File: src/rtl/lnbt_pkg.sv
// Shared types, widths, opcodes and sigmoid table functions for the logistic neuron trainer.
`default_nettype none

package lnbt_pkg;

  // Default sizes
  localparam int unsigned FEATURES_DEF  = 4;
  localparam int unsigned SIG_DEPTH_DEF = 256;
  localparam int unsigned MAX_FEATURES  = 4;

  // Field and datapath widths
  localparam int unsigned W_W    = 24;  // weight Q8.16
  localparam int unsigned X_W    = 16;  // feature Q4.12
  localparam int unsigned P_W    = 17;  // probability Q1.16
  localparam int unsigned E_W    = 18;  // residual, signed
  localparam int unsigned D_W    = 18;  // delta, signed Q2.16
  localparam int unsigned PROD_W = 40;  // w*x in Q.28
  localparam int unsigned SUM_W  = 42;  // sum of up to four products
  localparam int unsigned Z_W    = 32;  // saturated dot product
  localparam int unsigned ACC_W  = 48;  // gradient accumulator Q20.28

  // Opcodes
  localparam logic [1:0] OP_LOAD  = 2'd0;
  localparam logic [1:0] OP_TRAIN = 2'd1;
  localparam logic [1:0] OP_INFER = 2'd2;
  localparam logic [1:0] OP_NONE  = 2'd3;

  localparam logic [P_W-1:0] ONE_Q16  = 17'h10000;
  localparam logic [63:0]    EINV_Q32 = 64'd1580030169;

  // Per-lane update strobes from the sequencer
  typedef struct packed {
    logic acc_en;    // add x*delta into the accumulator
    logic apply_en;  // fold accumulator into weight, clear accumulator
  } lane_ctrl_t;

  // Unsigned 64-bit quotient by shift and subtract (elaboration only)
  function automatic logic [63:0] udiv64(input logic [63:0] num, input logic [63:0] den);
    logic [64:0] rem;
    logic [63:0] quo;
    rem = '0;
    quo = '0;
    for (int b = 63; b >= 0; b--) begin
      rem = {rem[63:0], num[b]};
      if (rem >= {1'b0, den}) begin
        rem    = rem - {1'b0, den};
        quo[b] = 1'b1;
      end
    end
    return quo;
  endfunction

  // Sigmoid of a non-negative Q.32 value, Q1.16 result (elaboration only)
  function automatic logic [P_W-1:0] sig_pos(input logic [63:0] tq);
    logic [63:0]        n;
    logic [63:0]        f;
    logic [63:0]        term;
    logic [63:0]        r;
    logic [63:0]        d;
    logic [63:0]        q;
    logic signed [63:0] sum;
    n    = tq >> 32;
    f    = {32'd0, tq[31:0]};
    term = 64'd1 << 32;
    sum  = 64'sd1 <<< 32;
    // Taylor series of e^-f
    for (int k = 1; k <= 14; k++) begin
      term = udiv64((term * f) >> 32, 64'(k));
      if ((k & 1) == 1) begin
        sum = sum - $signed(term);
      end else begin
        sum = sum + $signed(term);
      end
    end
    if (sum < 0) begin
      sum = 64'sd0;
    end
    if (sum > (64'sd1 <<< 32)) begin
      sum = 64'sd1 <<< 32;
    end
    r = 64'(sum);
    // integer part: repeated products with e^-1
    for (int k = 0; k < 8; k++) begin
      if (64'(k) < n) begin
        r = (r * EINV_Q32 + (64'd1 << 31)) >> 32;
      end
    end
    d = (64'd1 << 32) + r;
    q = udiv64((64'd1 << 48) + (d >> 1), d);
    return q[P_W-1:0];
  endfunction

  // Table entry for a bin centre in Q.32
  function automatic logic [P_W-1:0] sig_entry(input logic signed [63:0] c);
    logic [P_W-1:0] v;
    if (c >= 0) begin
      v = sig_pos(64'(c));
    end else begin
      v = ONE_Q16 - sig_pos(64'(-c));
    end
    return v;
  endfunction

endpackage

`default_nettype wire

File: src/rtl/lnbt_grad.sv
// Error path: residual, sigmoid derivative and delta, one multiply per stage.
`default_nettype none

module lnbt_grad (
  input  wire logic                               clk_i,
  input  wire logic [lnbt_pkg::P_W-1:0]           pred_i,
  input  wire logic [lnbt_pkg::P_W-1:0]           tgt_i,
  output logic signed [lnbt_pkg::E_W-1:0]         err_o,
  output logic signed [lnbt_pkg::D_W-1:0]         delta_o
);
  import lnbt_pkg::*;

  logic [2*P_W-1:0]       dprod;
  logic [P_W-1:0]         deriv_q;
  logic signed [E_W-1:0]  err_q;
  logic signed [E_W+D_W-1:0] dm;
  logic signed [D_W-1:0]  delta_q;

  // p*(1-p) and derivative times residual
  always_comb begin
    dprod = (2*P_W)'(pred_i) * (2*P_W)'(ONE_Q16 - pred_i);
    dm    = (E_W+D_W)'($signed({1'b0, deriv_q})) * (E_W+D_W)'(err_q);
  end

  always_ff @(posedge clk_i) begin
    deriv_q <= dprod[16 +: P_W];
    err_q   <= $signed({1'b0, tgt_i}) - $signed({1'b0, pred_i});
    delta_q <= dm[16 +: D_W];
  end

  assign err_o   = err_q;
  assign delta_o = delta_q;

endmodule

`default_nettype wire

File: config.mk
export PLATFORM = sky130hd
export DESIGN_NAME = lnbt_grad
export DESIGN_NICKNAME = d
export VERILOG_FILES = /design/src/rtl/lnbt_pkg.sv /design/src/rtl/lnbt_grad.sv
export SDC_FILE = /design/constraint.sdc
export NUM_CORES = 1
export LEC_CHECK = 0
export BUFFER_PORTS_ARGS = -buffer_cell sky130_fd_sc_hd__buf_2
export CORE_ASPECT_RATIO = 1.1
export CORE_MARGIN = 3
export CORE_UTILIZATION = 26
export CTS_BUF_LIST = sky130_fd_sc_hd__clkbuf_8
export DETAILED_ROUTE_END_ITERATION = 16
export GPL_TIMING_DRIVEN = 0
export PLACE_DENSITY = 0.49
export REMOVE_ABC_BUFFERS = 1
export SETUP_SLACK_MARGIN = 0.2
export SLEW_MARGIN = 20
export SYNTH_ARGS = -nofsm -noshare
export SYNTH_HDL_FRONTEND = slang
export SYNTH_SLANG_ARGS = --single-unit
File: constraint.sdc
create_clock -name clk_i -period 11.8 [get_ports clk_i]
set_input_delay 1.18 -clock clk_i [delete_from_list [all_inputs] [get_ports clk_i]]
set_output_delay 1.18 -clock clk_i [all_outputs]
set_load 0.005 [all_outputs]
==> summary.md <==
| Metric | Value |
|---|---|
| M1 wire length | 27630 um |
| Post-route worst setup slack | 2.391 ns |
| Post-route DRC | 0 |
| Via density | ~4.3 |
| Setup_tns | 0 ns |
| Via count | roughly 15000 |
| Setup Viol. Count Final | 0 |
| Total wire length | about 56000 um |
| Largest fanout on the critical path | 22 |
| Number of enable flip-flop cells after synthesis | 0 |
| CP required | between 10 and 15 ns |
| Final period util | 0.7974 |
| Fin area | between 20000 and 25000 sq um |
| Detailed Place HPWL | roughly 44000 um |
| Largest net degree at the start of global routing | 23 |
| Post-Syn Instances | 2367 |
| Setup Fix Bufs, Post-CTS | 0 |
| Worst path max stage delay | approximately 0.63 ns |
| Final min period | ~9.4 ns |
| CP arrival | 9.71 ns |
| CTS tree | built |
| Most frequent cells after synthesis | inv_1, fa_1, ha_1 |
| Top cell type's share of synthesized area | 0.4494 |
| Hold-fix buffers, CTS | 0 |
| Routability Congestion | a little under 0.8 |
| Worst-path clk slew | about 0.12 ns |
| Worst Path Buf+Inv | 7 |
| Fillers | a little under 9000 |
| Metal3 WL | between 2000 and 2500 um |
| HP Class | primary input to flop |
| Synthesized cell area | ~21000 sq um |
| Ys async rst share | 0 |
| Clock skew | 0.01620 ns |
| Final #Nets | around 3100 |
| WL met2 | approximately 26000 um |
| Startpoint Class | primary input |
| Chip height | slightly above 300 um |
| Routed WL per cell | about 17 um |
| YS warnings | 0 |
| Die area | between 80000 and 90000 sq um |
| Layout cell share with drive strength beyond 1 | 0.03993 |
| Crit path kind | primary input to flop |
| Largest area contributor in the netlist | fa_1 |
| Total clock sinks | 53 |
| Area added between synthesis and finish | 6.675% |
| Largest cells by area after synthesis | fa_1, ha_1, inv_1 |
| Seq/Total Area, Yosys | 0.04982 |
| Flops & latches, synth | 53 |
| Top-level I/O count | 71 |
| Final design utilization | 0.2814 |
| Root Buffer | clkbuf_8 |
| Top cell family by delay on the critical path | adder cells |
| Primary FF master, synth | dfxtp_1 |
| Final slew viol count | 0 |
| Place WS | 1.983 ns |
| Max Buffers Root-to-Sink | 2 |
| Antenna Nets Post-Route | 0 |
| Cell Rows | approximately 110 |
| Syn_area_per_cell | approximately 9 sq um |
| First-pass GRT wire length | 92150 um |
| Worst-Skew Late Latency | roughly 0.37 ns |
| Vias in the first global route | 16270 |
| Worst slew margin | 0.2601 |
| Port Buffers | 70 |
| Post-cts sizing count | 0 |
| Top layer reached by signal wires | met4 |
| Final Hold Viols | 0 |
| Status | completed |
| Core Region | just over 80000 sq um |
| Grt total ovfl | 0 |
| CP max-delay cell | inv_1 |
| Placed cell area | ~23000 sq um |
| Fmax | 0.1063 GHz |
| # H-tree levels | 2 |
| Total CTS buffers | 5 |
| DRT Pass-1 Iters | 4 |
| Unrepaired setup endpoints after global routing | false |
| Endpoint type of the worst setup path | flop |
| Die W | 278.9 um |
| Starting Density | 0.2638 |
| Initial antenna violation count | 0 |
| Cell with the most instances after synthesis | inv_1 |
| Antenna diode count | 0 |
| First DRT Iteration DRCs | 654 |
| Distinct cell type count after synthesis | 63 |
| Max-Cap Viols | 0 |
| Gr usage total | 0.1382 |
| Slew @ Worst Pin | about 1.1 ns |
through the flow:
step	std cells	hold slack, ns
finish	3408	1.210
global route	3408	1.220
CTS	3408	1.190
detailed placement	3400	1.223
global placement	3399	1.213
floorplan	2275	0.9139
state kept, by name, indices dropped and copies added (netlist names):
name     count
err_o       18
deriv_q     17
delta_o     18
logic make-up (layout without fill, tap and decap cells):
group	after synthesis	in the layout	share of synthesized area
AO/OA/AOI/OAI	112	112	0.03666
flip-flops	53	53	0.04982
AND/OR/NAND/NOR	708	708	0.1648
adder cells (fa/ha/maj)	738	738	0.6021
multiplexers	2	2	0.0009401
buffers and inverters	705	692	0.1246
XOR/XNOR	49	49	0.02103
final timing paths:
check	from	to	slack, ns	depth (start not counted)
setup reg to reg	err_o[9]	delta_o[16]	4.71	21
hold / removal	tgt_i[1]	err_o[1]	1.21	4
hold reg to reg	deriv_q[16]	delta_o[17]	1.23	4
setup / recovery	pred_i[0]	deriv_q[16]	2.39	29
metal layers:
| metal | up-vias | global-route usage |
|---|---|---|
| met2 | 239 | 0.2304 |
| met1 | 7513 | 0.1972 |
| met5 | - | 0 |
| met3 | 42 | 0.01424 |
| li1 | 6900 | - |
| met4 | 0 | 0.02309 |
worst min-delay path, stage by stage:
cell and delay [ns]:
buf_2 0.11, inv_1 0.07, fa_1 0.15, inv_1 0.03
final cells by class:
type	count	area, sq um	area share
clock buffer	5	68.82	0.003029
clock inverter	3	28.78	0.001267
inverter	613	2301	0.1013
multi-input combinational	1609	17580	0.7739
sequential	53	1061	0.04671
tap	1054	1319	0.05805
timing repair buffer	71	357.8	0.01575
layout by cell type (no fill, tap or decap), drive strengths merged, types with 5 or more instances in the layout:
cell type,count
fa,478
nor3,21
and2,96
o21a,10
nor2,129
nand2,239
xnor2,35
a21oi,32
inv,613
dfxtp,53
nand4,6
buf,71
and3,6
clkbuf,5
a2111oi,5
a21o,10
xor2,14
nand2b,171
a31oi,5
nand3,12
nor2b,9
o21ai,16
ha,260
Power is not shown: default switching activity piles up to over one toggle a cycle in this logic, so the estimate is an artifact.
