--- config.mk ---
export PLATFORM = sky130hd
export DESIGN_NAME = lnbt_lane
export DESIGN_NICKNAME = d
export VERILOG_FILES = /design/src/rtl/lnbt_pkg.sv /design/src/rtl/lnbt_lane.sv
export SDC_FILE = /design/constraint.sdc
export NUM_CORES = 2
export LEC_CHECK = 0
export BUFFER_PORTS_ARGS = -buffer_cell sky130_fd_sc_hd__buf_2
export CAP_MARGIN = 0
export CELL_PAD_IN_SITES_DETAIL_PLACEMENT = 1
export CELL_PAD_IN_SITES_GLOBAL_PLACEMENT = 2
export CORE_UTILIZATION = 38
export CTS_CLUSTER_DIAMETER = 60
export DETAILED_ROUTE_END_ITERATION = 6
export GPL_TIMING_DRIVEN = 0
export PLACE_DENSITY = 0.83
export SYNTH_ARGS = -nofsm -noshare
export SYNTH_HDL_FRONTEND = slang
export SYNTH_SLANG_ARGS = --single-unit
--- constraint.sdc ---
create_clock -name clk_i -period 6 [get_ports clk_i]
set_clock_uncertainty 0.2 [all_clocks]
set_input_delay 0.9 -clock clk_i [delete_from_list [all_inputs] [get_ports clk_i]]
set_output_delay 0.9 -clock clk_i [all_outputs]
set_load 0.005 [all_outputs]
--- src/rtl/lnbt_pkg.sv ---
// Shared types, widths, opcodes and sigmoid table functions for the logistic neuron trainer.
`default_nettype none

package lnbt_pkg;

  // Default sizes
  localparam int unsigned FEATURES_DEF  = 4;
  localparam int unsigned SIG_DEPTH_DEF = 256;
  localparam int unsigned MAX_FEATURES  = 4;

  // Field and datapath widths
  localparam int unsigned W_W    = 24;  // weight Q8.16
  localparam int unsigned X_W    = 16;  // feature Q4.12
  localparam int unsigned P_W    = 17;  // probability Q1.16
  localparam int unsigned E_W    = 18;  // residual, signed
  localparam int unsigned D_W    = 18;  // delta, signed Q2.16
  localparam int unsigned PROD_W = 40;  // w*x in Q.28
  localparam int unsigned SUM_W  = 42;  // sum of up to four products
  localparam int unsigned Z_W    = 32;  // saturated dot product
  localparam int unsigned ACC_W  = 48;  // gradient accumulator Q20.28

  // Opcodes
  localparam logic [1:0] OP_LOAD  = 2'd0;
  localparam logic [1:0] OP_TRAIN = 2'd1;
  localparam logic [1:0] OP_INFER = 2'd2;
  localparam logic [1:0] OP_NONE  = 2'd3;

  localparam logic [P_W-1:0] ONE_Q16  = 17'h10000;
  localparam logic [63:0]    EINV_Q32 = 64'd1580030169;

  // Per-lane update strobes from the sequencer
  typedef struct packed {
    logic acc_en;    // add x*delta into the accumulator
    logic apply_en;  // fold accumulator into weight, clear accumulator
  } lane_ctrl_t;

  // Unsigned 64-bit quotient by shift and subtract (elaboration only)
  function automatic logic [63:0] udiv64(input logic [63:0] num, input logic [63:0] den);
    logic [64:0] rem;
    logic [63:0] quo;
    rem = '0;
    quo = '0;
    for (int b = 63; b >= 0; b--) begin
      rem = {rem[63:0], num[b]};
      if (rem >= {1'b0, den}) begin
        rem    = rem - {1'b0, den};
        quo[b] = 1'b1;
      end
    end
    return quo;
  endfunction

  // Sigmoid of a non-negative Q.32 value, Q1.16 result (elaboration only)
  function automatic logic [P_W-1:0] sig_pos(input logic [63:0] tq);
    logic [63:0]        n;
    logic [63:0]        f;
    logic [63:0]        term;
    logic [63:0]        r;
    logic [63:0]        d;
    logic [63:0]        q;
    logic signed [63:0] sum;
    n    = tq >> 32;
    f    = {32'd0, tq[31:0]};
    term = 64'd1 << 32;
    sum  = 64'sd1 <<< 32;
    // Taylor series of e^-f
    for (int k = 1; k <= 14; k++) begin
      term = udiv64((term * f) >> 32, 64'(k));
      if ((k & 1) == 1) begin
        sum = sum - $signed(term);
      end else begin
        sum = sum + $signed(term);
      end
    end
    if (sum < 0) begin
      sum = 64'sd0;
    end
    if (sum > (64'sd1 <<< 32)) begin
      sum = 64'sd1 <<< 32;
    end
    r = 64'(sum);
    // integer part: repeated products with e^-1
    for (int k = 0; k < 8; k++) begin
      if (64'(k) < n) begin
        r = (r * EINV_Q32 + (64'd1 << 31)) >> 32;
      end
    end
    d = (64'd1 << 32) + r;
    q = udiv64((64'd1 << 48) + (d >> 1), d);
    return q[P_W-1:0];
  endfunction

  // Table entry for a bin centre in Q.32
  function automatic logic [P_W-1:0] sig_entry(input logic signed [63:0] c);
    logic [P_W-1:0] v;
    if (c >= 0) begin
      v = sig_pos(64'(c));
    end else begin
      v = ONE_Q16 - sig_pos(64'(-c));
    end
    return v;
  endfunction

endpackage

`default_nettype wire

--- src/rtl/lnbt_lane.sv ---
// One weight lane: weight and accumulator registers, w*x product, gradient update and apply.
`default_nettype none

module lnbt_lane (
  input  wire logic                                 clk_i,
  input  wire logic                                 rst_ni,
  input  wire logic signed [lnbt_pkg::X_W-1:0]      x_i,
  input  wire logic                                 load_en_i,
  input  wire logic signed [lnbt_pkg::W_W-1:0]      load_value_i,
  input  wire lnbt_pkg::lane_ctrl_t                 ctrl_i,
  input  wire logic signed [lnbt_pkg::D_W-1:0]      delta_i,
  output logic signed [lnbt_pkg::PROD_W-1:0]        prod_o
);
  import lnbt_pkg::*;

  logic signed [W_W-1:0]    weight_q, weight_d;
  logic signed [ACC_W-1:0]  acc_q, acc_d;
  logic signed [PROD_W-1:0] prod_q;
  logic signed [X_W+D_W-1:0] step;
  logic signed [ACC_W:0]    acc_sum;
  logic signed [ACC_W-1:0]  acc_sat;
  logic signed [ACC_W-1:0]  acc_shr;
  logic signed [W_W+13-1:0] w_sum;
  logic signed [W_W-1:0]    w_sat;

  // product register for the dot product
  always_ff @(posedge clk_i) begin
    prod_q <= PROD_W'(weight_q) * PROD_W'(x_i);
  end
  assign prod_o = prod_q;

  // accumulate x*delta, saturating at 48 bits
  always_comb begin
    step    = (X_W+D_W)'(x_i) * (X_W+D_W)'(delta_i);
    acc_sum = (ACC_W+1)'(acc_q) + (ACC_W+1)'(step);
    if (acc_sum[ACC_W] != acc_sum[ACC_W-1]) begin
      acc_sat = acc_sum[ACC_W] ? {1'b1, {(ACC_W-1){1'b0}}} : {1'b0, {(ACC_W-1){1'b1}}};
    end else begin
      acc_sat = acc_sum[ACC_W-1:0];
    end
  end

  // weight plus accumulator / 2^12, saturating at 24 bits
  always_comb begin
    acc_shr = acc_q >>> 12;
    w_sum   = (W_W+13)'(weight_q) + acc_shr[W_W+13-1:0];
    if (w_sum > (W_W+13)'(signed'({1'b0, {(W_W-1){1'b1}}}))) begin
      w_sat = {1'b0, {(W_W-1){1'b1}}};
    end else if (w_sum < (W_W+13)'(signed'({1'b1, {(W_W-1){1'b0}}}))) begin
      w_sat = {1'b1, {(W_W-1){1'b0}}};
    end else begin
      w_sat = w_sum[W_W-1:0];
    end
  end

  // state update
  always_comb begin
    weight_d = weight_q;
    acc_d    = acc_q;
    if (load_en_i) begin
      weight_d = load_value_i;
    end
    if (ctrl_i.acc_en) begin
      acc_d = acc_sat;
    end
    if (ctrl_i.apply_en) begin
      weight_d = w_sat;
      acc_d    = '0;
    end
  end

  always_ff @(posedge clk_i or negedge rst_ni) begin
    if (!rst_ni) begin
      weight_q <= '0;
      acc_q    <= '0;
    end else begin
      weight_q <= weight_d;
      acc_q    <= acc_d;
    end
  end

endmodule

`default_nettype wire

==> out/results.txt <==
Die Y: 303 um
Final wirelength: 117,000 um
RSZ-0062 raised after global routing: yes
Outcome: finished, violations left
Ports: 103
Yosys top cell by area: fa_1
Num CTS Buffers: 9
Most frequent cells in the layout: inv_1, fa_1, nand2_1
Max-Cap Viols: 0
Mapped Area: 34,500 um2
CP Max Fanout: 7
Max stage delay cell, worst path: fa_2
Via/cell ratio: 5.24
Synth warnings: 0
Critical path class: input pin to register
Failing checks: setup timing
Worst-path clk slew: 0.10 ns
Yosys top cell area share: 44.3%
P&R area growth vs syn: 17.0%
CTS H-tree lvls: 3
Clk root buf: clkbuf_16
Final number of setup-violating endpoints: 72
Gate Count Post-Synth: 3,802
PortBufs: 98
Iter 0 DRT Violations: 1,510
GRT Resource Usage Total: 26.1%
Core area: 90,000 um2
First-pass DRT Iterations: 5
Row cnt: 110
Async set-reset flop share out of synthesis: 64.3%
Synth top area cells: fa_1, inv_1, ha_1
Cell Count Post-Placement: 5,077
CTS Hold Bufs: 0
Non-Filler Instances: 5,221
Avg Cell Area, Syn: 9.07 um2
Critical Path RT: 6.13 ns
Setup TNS: -80.13 ns
Slew @ Worst Pin: 0.954 ns
Critical Path AT: 7.59 ns
Nets: 5,132
Count of flip-flops with a built-in enable after synthesis: 0
DRC viols: 0
CTS Buffer Depth: 2
Initial Util: 38.3%
Routed via count: 27,349
Crit end category: register
Post-Route Utilization: 44.8%
Routability cong.: 0.901
Worst hold path type: input pin to async pin
HPWL after detailed placement: 94,700 um
Antenna viol nets, final: 0
Fin crit period: 7.46 ns
First-pass GRT wire length: 180,000 um
Register area share after synthesis: 7.55%
Synth cell types: 66
Layout cells sized above 1: 14.9%
Slew Viols, Final: 0
Worst r2r path cells: 25
Crit start category: input pin
CTS sink count: 112
Synthesized Nets: 4,896
Wire length per cell: 22.3 um
Leading cell type in the layout, fill and taps excluded: inv_1
Top_reg_cell synth: dfrtp_1
Slowest cell delay on critical path: 0.63 ns
Final hold violation count: 0
Die W: 303 um
Worst slew margin: 36.3%
Largest net degree at the start of global routing: 57
Vias in the first global route: 29,911
Yosys reg bits: 112
Die footprint: 92,000 um2
Final worst setup slack: -1.46 ns
Pre-CTS setup slack: -3.20 ns
Fin crit share: 124%
CTS tree: yes
Worst skew pair latency: 0.44 ns
Initial antenna violation count: 6
GR Overflow Total: 0
FMAX: 134 MHz
==> synthesized netlist by cell type, drive strengths merged (40+ instances only) <==
cell type,n
a21o,92
a21oi,110
a221o,48
and2,283
clkbuf,139
dfrtp,72
dfxtp,40
fa,763
ha,268
inv,898
nand2,467
nand2b,55
nor2,97
o21ai,78
xnor2,80
==> critical path, delay by kind of cell <==
kind	cells	cell delay, ns
AND/OR/NAND/NOR	1	0.14
buffers and inverters	10	1.10
XOR/XNOR	1	0.21
adder cells (fa/ha/maj)	7	3.47
AO/OA/AOI/OAI	8	1.75
==> what timing repair did <==
item	CTS	global route
cloned	4	3
gates resized for setup	364	175
setup endpoints to repair	77	74
pin swaps	69	104
buffers inserted	55	69
==> cell families (layout without fill, tap and decap cells) <==
| family | after synthesis | in the layout | share of synthesized area (%) |
|---|---|---|---|
| buffers and inverters | 1048 | 1289 | 11.5 |
| adders and majority gates | 1031 | 1031 | 54.0 |
| and+or+nand+nor | 1022 | 1022 | 14.4 |
| AOI/OAI and AO/OA | 456 | 456 | 9.11 |
| DFF | 112 | 112 | 7.55 |
| xor gates and xnor gates | 110 | 110 | 2.79 |
| muxes | 23 | 23 | 0.671 |
| other | 0 | 2 | 0 |
==> routing by layer <==
metal / wire length, um / part of all wire, % / vias up / track usage, %
li1: - / - / 11993 / -
met1: 47200 / 41 / 14397 / 34.3
met2: 58500 / 50 / 779 / 45.2
met3: 7180 / 6.2 / 176 / 2.91
met4: 3600 / 3.1 / 4 / 7.68
met5: 22 / 0.019 / - / 0
==> layout make-up <==
class                   count  area [um2]
diodes                      2        5.00
plain buffers             146        1740
clock buffers               9         225
clock inverters             7        52.6
fillers                 10346       49700
inverters                 898        3390
multi-input cells        2642       29000
flip-flops and latches    112        2640
well taps                1176        1470
repair buffers            229        1840
==> worst paths after layout <==
| kind | slack (ns) | from | endpoint |
|---|---|---|---|
| worst max-delay path | -1.46 | x_i[3] | acc_q[46]$_DFFE_PN0P_ |
| worst min-delay path | 0.15 | rst_ni | acc_q[9]$_DFFE_PN0P_ |
| worst max register to register | -0.84 | weight_q[15]$_DFFE_PN0P_ | prod_o[36]$_DFF_P_ |
| worst min register to register | 0.32 | acc_q[0]$_DFFE_PN0P_ | acc_q[0]$_DFFE_PN0P_ |
| max in group asynchronous | 4.74 | rst_ni | weight_q[17]$_DFFE_PN0P_ |
| min in group clk_i | 0.32 | acc_q[0]$_DFFE_PN0P_ | acc_q[0]$_DFFE_PN0P_ |
==> through the flow <==
step           hold slack [ns]  instance area (um2)
4_1_cts                  0.136                39200
3_3_place_gp             0.302                37000
3_5_place_dp             0.309                37000
6_report                 0.148                40300
2_1_floorplan            0.285                35000
5_1_grt                  0.160                40300
==> state kept, by name (all words and copies together) (netlist names) <==
name and count:
prod_o 40, weight_q 24, acc_q 48
Power is left out: the tool's default activity adds up to more than one toggle a clock period on the data nets, which glitch-free logic cannot reach.
